## src/rtl/tbf_pkg.sv

```systemverilog
// shared constants and word types for the tlv frame bucket finder
package tbf_pkg;

  localparam int unsigned MaxFrameBytesDefault = 65536;
  localparam int unsigned CfgIdxW              = 8;
  localparam logic [31:0] TargetTypeReset      = 32'h0000_0000;
  localparam logic [31:0] TerminatorTypeReset  = 32'h0000_8001;

  typedef enum logic [CfgIdxW-1:0] {
    CfgTargetType     = 8'd0,
    CfgTerminatorType = 8'd1
  } cfg_idx_e;

  typedef struct packed {
    logic [7:0] data_byte;
    logic       frame_last;
  } in_word_t;

  typedef struct packed {
    logic        found;
    logic [15:0] data_offset;
    logic [15:0] data_length;
  } out_word_t;

  typedef struct packed {
    logic [CfgIdxW-1:0] index;
    logic [31:0]        data;
  } cfg_word_t;

  typedef struct packed {
    logic [31:0] search_type;
    logic [31:0] terminator_type;
  } tbf_cfg_t;

endpackage

```

## src/rtl/tbf_parser.sv

```systemverilog
// per-byte frame parser state and end-of-frame result logic
module tbf_parser import tbf_pkg::*; #(
  parameter int unsigned MAX_FRAME_BYTES = MaxFrameBytesDefault
) (
  input  logic      clk_i,
  input  logic      rst_ni,
  input  logic      consume_i,
  input  in_word_t  word_i,
  input  tbf_cfg_t  cfg_i,
  output out_word_t result_o
);

  localparam int unsigned PosW = $clog2(MAX_FRAME_BYTES + 2);
  localparam logic [PosW-1:0] PosMax = PosW'(MAX_FRAME_BYTES);

  typedef enum logic [2:0] {
    PhName = 3'd0,
    PhStep = 3'd1,
    PhType = 3'd2,
    PhLen  = 3'd3,
    PhSkip = 3'd4,
    PhDone = 3'd5
  } phase_e;

  phase_e          phase_q, phase_d;
  logic [1:0]      cnt_q, cnt_d;
  logic [PosW-1:0] pos_q, pos_d;
  logic [31:0]     type_q, type_d;
  logic [31:0]     len_q, len_d;
  logic [31:0]     skip_q, skip_d;
  logic            match_q, match_d;
  logic [PosW-1:0] moff_q, moff_d;
  logic [31:0]     mlen_q, mlen_d;
  logic            parse_en;
  logic            ok;
  logic [7:0]      b;

  assign b = word_i.data_byte;

  always_comb begin
    phase_d  = phase_q;
    cnt_d    = cnt_q;
    type_d   = type_q;
    len_d    = len_q;
    skip_d   = skip_q;
    match_d  = match_q;
    moff_d   = moff_q;
    mlen_d   = mlen_q;
    pos_d    = (pos_q <= PosMax) ? pos_q + PosW'(1) : pos_q;
    parse_en = (pos_d <= PosMax);
    if (parse_en) begin
      unique case (phase_q)
        PhName: begin
          if (b == 8'd0) begin
            phase_d = PhStep;
            cnt_d   = 2'd0;
          end
        end
        PhStep: begin
          cnt_d = cnt_q + 2'd1;
          if (cnt_q == 2'd3) begin
            phase_d = PhType;
            type_d  = 32'd0;
          end
        end
        PhType: begin
          type_d = {type_q[23:0], b};
          cnt_d  = cnt_q + 2'd1;
          if (cnt_q == 2'd3) begin
            phase_d = PhLen;
            len_d   = 32'd0;
          end
        end
        PhLen: begin
          len_d = {len_q[23:0], b};
          cnt_d = cnt_q + 2'd1;
          if (cnt_q == 2'd3) begin
            if (type_q == cfg_i.terminator_type) begin
              phase_d = PhDone;
            end else if (type_q == cfg_i.search_type) begin
              match_d = 1'b1;
              moff_d  = pos_q + PosW'(1);
              mlen_d  = len_d;
              phase_d = PhDone;
            end else if (len_d == 32'd0) begin
              phase_d = PhType;
              type_d  = 32'd0;
            end else begin
              skip_d  = len_d;
              phase_d = PhSkip;
            end
          end
        end
        PhSkip: begin
          skip_d = skip_q - 32'd1;
          if (skip_q == 32'd1) begin
            phase_d = PhType;
            type_d  = 32'd0;
          end
        end
        PhDone: phase_d = PhDone;
        default: phase_d = phase_q;
      endcase
    end
  end

  assign ok = match_d && (pos_d <= PosMax) && (moff_d <= pos_d) &&
              ((33'(pos_d) - 33'(moff_d)) >= 33'(mlen_d)) &&
              (32'(moff_d) <= 32'h0000_FFFF) && (mlen_d <= 32'h0000_FFFF);

  always_comb begin
    result_o.found       = ok;
    result_o.data_offset = ok ? 16'(moff_d) : 16'd0;
    result_o.data_length = ok ? mlen_d[15:0] : 16'd0;
  end

  always_ff @(posedge clk_i or negedge rst_ni) begin
    if (!rst_ni) begin
      phase_q <= PhName;
      cnt_q   <= 2'd0;
      pos_q   <= '0;
      type_q  <= 32'd0;
      len_q   <= 32'd0;
      skip_q  <= 32'd0;
      match_q <= 1'b0;
      moff_q  <= '0;
      mlen_q  <= 32'd0;
    end else if (consume_i) begin
      if (word_i.frame_last) begin
        phase_q <= PhName;
        cnt_q   <= 2'd0;
        pos_q   <= '0;
        type_q  <= 32'd0;
        len_q   <= 32'd0;
        skip_q  <= 32'd0;
        match_q <= 1'b0;
        moff_q  <= '0;
        mlen_q  <= 32'd0;
      end else begin
        phase_q <= phase_d;
        cnt_q   <= cnt_d;
        pos_q   <= pos_d;
        type_q  <= type_d;
        len_q   <= len_d;
        skip_q  <= skip_d;
        match_q <= match_d;
        moff_q  <= moff_d;
        mlen_q  <= mlen_d;
      end
    end
  end

  a_match_done: assert property (@(posedge clk_i) disable iff (!rst_ni)
    match_q |-> (phase_q == PhDone))
    else $error("match recorded outside done phase");

  a_skip_nonzero: assert property (@(posedge clk_i) disable iff (!rst_ni)
    (phase_q == PhSkip) |-> (skip_q != 32'd0))
    else $error("skip phase with nothing left to skip");

  a_pos_bound: assert property (@(posedge clk_i) disable iff (!rst_ni)
    pos_q <= PosMax + PosW'(1))
    else $error("frame position beyond saturation point");

endmodule

```

## config.mk

```make
export PLATFORM = sky130hd
export DESIGN_NAME = tbf_parser
export DESIGN_NICKNAME = d
export VERILOG_FILES = /design/src/rtl/tbf_pkg.sv /design/src/rtl/tbf_parser.sv
export SDC_FILE = /design/constraint.sdc
export NUM_CORES = 1
export LEC_CHECK = 0
export ABC_AREA = 1
export BUFFER_PORTS_ARGS = -buffer_cell sky130_fd_sc_hd__buf_2
export CAP_MARGIN = 20
export CORE_MARGIN = 10
export CORE_UTILIZATION = 55
export CTS_CLUSTER_DIAMETER = 100
export CTS_CLUSTER_SIZE = 8
export DETAILED_ROUTE_END_ITERATION = 8
export HOLD_SLACK_MARGIN = 0.03
export PLACE_DENSITY = 0.75
export SETUP_SLACK_MARGIN = 0.3
export SLEW_MARGIN = 10
export SYNTH_ARGS = -nofsm -noshare
export SYNTH_HDL_FRONTEND = slang
export SYNTH_SLANG_ARGS = --single-unit
```

## constraint.sdc

```tcl
create_clock -name clk_i -period 5.3 [get_ports clk_i]
set_input_delay 0 -clock clk_i [delete_from_list [all_inputs] [get_ports clk_i]]
set_output_delay 0 -clock clk_i [all_outputs]
set_load 0.03 [all_outputs]
```

==> results.sh, run 1 <==
export IMPL_die_w_um=166
export IMPL_yosysWarnings=0
export IMPL_io_pins=109
export IMPL_r2r_slack_ns=1.26
export IMPL_max_clock_path_buffers=2
export IMPL_initial_core_util=0.559
export IMPL_r2r_start="pos_q[0]"
export IMPL_fin_crit_sh=1.15
export IMPL_timing_clock_skew_ns=0.00835
export IMPL_core_mm2=0.0210
export IMPL_insertion_delay_ns=0.44
export IMPL_cts_sinks=160
export IMPL_via_per_inst=5.66
export IMPL_io_buffers=108
export IMPL_antenna_cells=0
export IMPL_peakVddDrop_uv=234
export IMPL_slowest_delay_ns=0.45
export IMPL_final_core_util=0.722
export IMPL_setup_viol=33
export IMPL_drt_pass1_iterations=5
export IMPL_synth_avg_cell_area_um2=7.22
export IMPL_overflow=0
export IMPL_antenna_found_initial=0
export IMPL_async_flop_share=1.00
export IMPL_seq_area_mm2=0.00401
export IMPL_grt_pass1_wl_um=60400
export IMPL_setup_ws_ns=-0.787
export IMPL_multi_input_area_mm2=0.00741
export IMPL_layout_drive_gt1_share=0.250
export IMPL_power_leakage_uw=0.00730
export IMPL_netlist_area_leader_share=0.341
export IMPL_end_kind="output port"
export IMPL_track_usage=0.261
export IMPL_placed_area_mm2=0.0136
export IMPL_synth_edf_count=0
export IMPL_synth_ff_type="dfrtp_1"
export IMPL_ant_nets=0
export IMPL_fin_cells=2142
export IMPL_hold_path_end="phase_q[2]"
export IMPL_dp_hpwl_um=26500
export IMPL_tightest_slew_ns=1.03
export IMPL_yosysSeqAreaShare=0.341
export IMPL_wl_per_cell_um=17.5
export IMPL_fin_nets=1986
export IMPL_hold_path_startpoint="word_i[0]"
export IMPL_max_slew_margin=0.310
export IMPL_crit_family="simple AND/OR/NAND/NOR gates"
export IMPL_hold_violations=0
export IMPL_layout_common_cells="nand2_1 (343), inv_1 (194), dfrtp_1 (156)"
export IMPL_crit_required_ns=5.30
export IMPL_fp_dieArea_mm2=0.0276
export IMPL_cp_num_buf_inv=7
export IMPL_cts_tree="built"
export IMPL_drv_slew=0
export IMPL_power_density_mw_per_mm2=293
export IMPL_rsz0062_at_grt="true"
export IMPL_vias=12100
export IMPL_fin_crit_ns=6.09
export IMPL_worst_setup_path_start_kind="flop"
export IMPL_syn_inst=1627
export IMPL_hold_path_class="input port to flop"
export IMPL_failed_checks="setup timing"
export IMPL_fillers=1679
export IMPL_clock_root_buffer="clkbuf_16"
export IMPL_drc=0
export IMPL_synth_fp_nets=1759
export IMPL_syn_area_mm2=0.0118
export IMPL_hold_depth=4
export IMPL_reg2reg_depth=20
export IMPL_max_cap_violations=0
export IMPL_synth_top_area_cell="dfrtp_1"
export IMPL_cts_buffers=17
export IMPL_crit_arrival_ns=6.09
export IMPL_ys_types=49
export IMPL_die_h_um=166
export IMPL_critPathSlowestCell="dfrtp_2"
export IMPL_r2r_end="type_q[15]"
export IMPL_critical_path_class="flop to output port"
export IMPL_synth_seq_cells=160
export IMPL_status="finished, violations left"
export IMPL_clk_pin_slew_worst_paths_ns=0.07
export IMPL_drt_iter0_markers=1212
export IMPL_place_ws_ns=-0.212
export IMPL_rows=53
export IMPL_finalWirelength_um=37500
export IMPL_placed_cells=2067
export IMPL_grt_max_degree=108
export IMPL_layout_commonest_cell="nand2_1"
export IMPL_gp_congestion=0.945
export IMPL_crit_path_max_fanout=8
export IMPL_fmax_mhz=164
export IMPL_cts_htree_levels=4
export IMPL_first_global_vias=11800
export IMPL_ys_top_cells_by_area="dfrtp_1 (34%), nand2_1 (12%), inv_1 (6.5%), o21ai_0 (6.3%), ha_1 (5.9%)"
export IMPL_final_area_mm2=0.0152
export IMPL_syn2layout_area_growth_pct=29.3
export IMPL_finalPower_uw=4440
## metrics by stage
stage	setup TNS [ns]	hold WS [ns]
after floorplan	-1.54	-0.296
after global placement	-0.379	0.196
after detailed placement	-5.48	0.204
after CTS	-12.97	0.0656
after global routing	-33.66	0.113
final	-24.18	0.0870
## cell type report
cell class,count,share of cell area
repair inverters,1,0.000412
inverters,206,0.0517
clock buffers,18,0.0289
well taps,275,0.0227
flip-flops and latches,160,0.264
repair buffers,268,0.135
clock inverters,14,0.00906
multi-input cells,1200,0.488
## power breakdown
group,switching [uW],internal (uW),leakage [uW]
Combinational,1100,763,0.00479
Clock,598,640,0.000285
Sequential,68.8,1280,0.00222
## tightest hold or removal path, stage by stage
cell and delay, ns:
buf_2 0.21, a21oi_1 0.15, nand2_1 0.06, o21ai_0 0.07
## Yosys cell counts (all sizes together), types with 2 or more instances
master  instances
o21ai         162
nor4            9
a21oi          45
buf            26
a31oi           3
clkinv          3
clkbuf         37
xnor2          52
inv           203
o22ai          64
o211ai         12
nand3          97
and2            2
xor2           31
nand2         380
dfrtp         160
nor3           56
o31ai           3
a21o            3
or2            18
nor2          153
nand4          40
ha             55
## worst max path at each step
stage / start / endpoint / slack, ns / depth (start not counted)
2_1_floorplan: pos_q[0] / result_o[32] / -0.06 / 43
3_3_place_gp: pos_q[1] / result_o[6] / -0.04 / 35
3_5_place_dp: pos_q[4] / result_o[31] / -0.21 / 38
4_1_cts: pos_q[0] / result_o[31] / -0.47 / 40
5_1_grt: pos_q[1] / result_o[31] / -1.07 / 39
6_report: pos_q[0] / result_o[31] / -0.79 / 38
## state kept, by name, indices dropped and copies added, names as in the netlist
| name | count |
|---|---|
| mlen_q | 32 |
| skip_q | 32 |
| type_q | 32 |
| len_q | 24 |
| moff_q | 17 |
| pos_q | 17 |
| phase_q | 3 |
| cnt_q | 2 |
| match_q | 1 |
## what timing repair did
action                                  4_1_cts  5_1_grt
endpoints found under the setup margin       33       33
resized for setup                           112       69
cloned                                        5        0
pin swaps                                     8       31
hold endpoints to repair                    125        0
hold buffers                                  9        0
buffers inserted                             13       16
## per-layer routing
layer / GRT usage / wire length (um) / vias to the layer above
li1: - / - / 5854
met1: 0.352 / 16000 / 5685
met3: 0.0386 / 2620 / 98
met2: 0.406 / 17300 / 485
met4: 0.113 / 1520 / 0
met5: 0 / 0 / -
## cell families (layout without fill, tap and decap cells)
logic type | Yosys count | after routing | synth area share
xor gates and xnor gates | 83 | 83 | 0.0619
buffers and inverters | 269 | 507 | 0.0969
DFF | 160 | 160 | 0.341
adders and majority gates | 56 | 56 | 0.0603
and+or+nand+nor | 758 | 760 | 0.295
AOI/OAI and AO/OA | 301 | 301 | 0.145
Power figures use the tool's default switching activity.
==> inputs of run 2 (changes only) <==
CORE_UTILIZATION = 45   (was 55)
PLACE_DENSITY = 0.63   (was 0.75)
==> run 2 against run 1 <==
  * The flow still finishes with violations (setup timing)
  * First-iteration DRC count down 13%
  * Die area up 19%
  * Sequential share of layout area down 0.23 points
  * Non-clock buffer count down 7
  * Worst hold slack worse by 0.012 ns
  * Combinational power down 9%
  * Cell area up 0.85%
  * Highest routed layer unchanged
==> results.sh, run 2 (synthesis results as in run 1) <==
export IMPL_io_buffers=108
export IMPL_syn2layout_area_growth_pct=30.3
export IMPL_layout_common_cells="nand2_1 (336), inv_1 (194), dfrtp_1 (157)"
export IMPL_clock_root_buffer="clkbuf_16"
export IMPL_gp_congestion=0.939
export IMPL_max_clock_path_buffers=2
export IMPL_end_kind="output port"
export IMPL_hold_path_class="input port to flop"
export IMPL_core_mm2=0.0259
export IMPL_track_usage=0.220
export IMPL_worst_setup_path_start_kind="flop"
export IMPL_grt_max_degree=68
export IMPL_fin_nets=1980
export IMPL_r2r_start="pos_q[0]"
export IMPL_grt_pass1_wl_um=60100
export IMPL_drt_pass1_iterations=6
export IMPL_antenna_cells=0
export IMPL_via_per_inst=5.36
export IMPL_seq_area_mm2=0.00401
export IMPL_reg_top3="mlen_q x32, skip_q x32, type_q x32"
export IMPL_rows=59
export IMPL_power_density_mw_per_mm2=286
export IMPL_die_h_um=182
export IMPL_finalPower_uw=4380
export IMPL_power_leakage_uw=0.00731
export IMPL_peakVddDrop_uv=208
export IMPL_rsz0062_at_grt="true"
export IMPL_vias=11800
export IMPL_cts_htree_levels=4
export IMPL_fillers=2402
export IMPL_cts_sinks=160
export IMPL_failed_checks="setup timing"
export IMPL_hold_path_startpoint="word_i[0]"
export IMPL_fmax_mhz=169
export IMPL_layout_commonest_cell="nand2_1"
export IMPL_multi_input_area_mm2=0.00745
export IMPL_io_pins=109
export IMPL_initial_core_util=0.453
export IMPL_dp_hpwl_um=26700
export IMPL_critPathSlowestCell="dfrtp_1"
export IMPL_fp_dieArea_mm2=0.0330
export IMPL_drt_iter0_markers=1054
export IMPL_critical_path_class="flop to output port"
export IMPL_cts_tree="built"
export IMPL_timing_clock_skew_ns=0.0135
export IMPL_ant_nets=0
export IMPL_fin_crit_sh=1.12
export IMPL_tightest_slew_ns=0.976
export IMPL_finalWirelength_um=37200
export IMPL_first_global_vias=11200
export IMPL_max_cap_violations=0
export IMPL_cts_buffers=17
export IMPL_cp_num_buf_inv=19
export IMPL_overflow=0
export IMPL_antenna_found_initial=0
export IMPL_fin_crit_ns=5.93
export IMPL_layout_drive_gt1_share=0.257
export IMPL_setup_viol=33
export IMPL_hold_violations=0
export IMPL_drv_slew=0
export IMPL_setup_ws_ns=-0.626
export IMPL_max_slew_margin=0.349
export IMPL_final_core_util=0.591
export IMPL_slowest_delay_ns=0.42
export IMPL_clk_pin_slew_worst_paths_ns=0.08
export IMPL_startpoint="pos_q[0]"
export IMPL_die_w_um=182
export IMPL_crit_family="buffers and inverters"
export IMPL_drc=0
export IMPL_wl_per_cell_um=17.0
export IMPL_insertion_delay_ns=0.45
export IMPL_crit_path_max_fanout=7
export IMPL_cpMostUsedCell="buf_4"
export IMPL_crit_required_ns=5.30
export IMPL_status="finished, violations left"
export IMPL_crit_arrival_ns=5.93
==> run 2: cell count changes in the layout (fill, tap and decap cells not counted), moves of 7 or more <==
cell / before / now
buf_4: 145 / 137
nand2_1: 343 / 336
nand2_2: 29 / 37
nand3_1: 86 / 79
nand3_2: 6 / 14
==> run 2: cell type report <==
cell class                 instances  share of cell area
clock buffer                      17              0.0278
tap                              335              0.0274
timing repair inverter             1            0.000735
inverter                         206              0.0515
timing repair buffer             261               0.132
clock inverter                    15              0.0128
sequential                       160               0.262
multi-input combinational       1201               0.487
==> run 2: per-stage QoR <==
stage / setup slack, ns / instances / TNS (ns) / cell area (um2) / hold WS (ns)
floorplan: -0.0558 / 1627 / -1.54 / 12100 / -0.296
global placement: -0.162 / 2115 / -4.09 / 13600 / -0.00777
detailed placement: -0.184 / 2115 / -5.22 / 13600 / -0.00555
CTS: -0.494 / 2177 / -14.12 / 14800 / 0.0667
global route: -0.879 / 2196 / -27.89 / 15300 / 0.129
finish: -0.626 / 2196 / -19.65 / 15300 / 0.0750
==> run 2: tightest hold or removal path, cell delays in order <==
cell     delay (ns)
buf_2          0.21
a21oi_1        0.15
nand2_1        0.05
o21ai_0        0.06
==> run 2: report_power, final <==
| part | switching [uW] | internal, uW | leakage (uW) | total [uW] |
|---|---|---|---|---|
| combinational | 1020 | 684 | 0.00480 | 1700 |
| sequential | 66.6 | 1280 | 0.00222 | 1340 |
| clock | 610 | 721 | 0.000298 | 1330 |
| total | 1700 | 2680 | 0.00731 | 4380 |
==> run 2: repair_timing <==
item,CTS,global route
hold buffers,9,0
buffers inserted,16,16
pin swaps,8,30
endpoints found under the setup margin,33,33
cloned,5,3
resized for setup,106,93
hold endpoints to repair,69,0
==> run 2: routing by layer <==
layer  global-route usage  share of wire
met1                0.303           0.46
met2                0.354           0.47
met3               0.0330          0.053
met4               0.0517          0.018
met5                    0              0
==> run 2: final timing paths <==
| path | cells after the start | to | slack, ns |
|---|---|---|---|
| max | 39 | result_o[14] | -0.63 |
| min | 4 | phase_q[2] | 0.07 |
| max reg2reg | 21 | type_q[13] | 1.18 |
| min reg2reg | 2 | moff_q[14] | 0.48 |
| max in group asynchronous | 3 | pos_q[16] | 3.97 |
| min in group asynchronous | 2 | pos_q[12] | 0.08 |
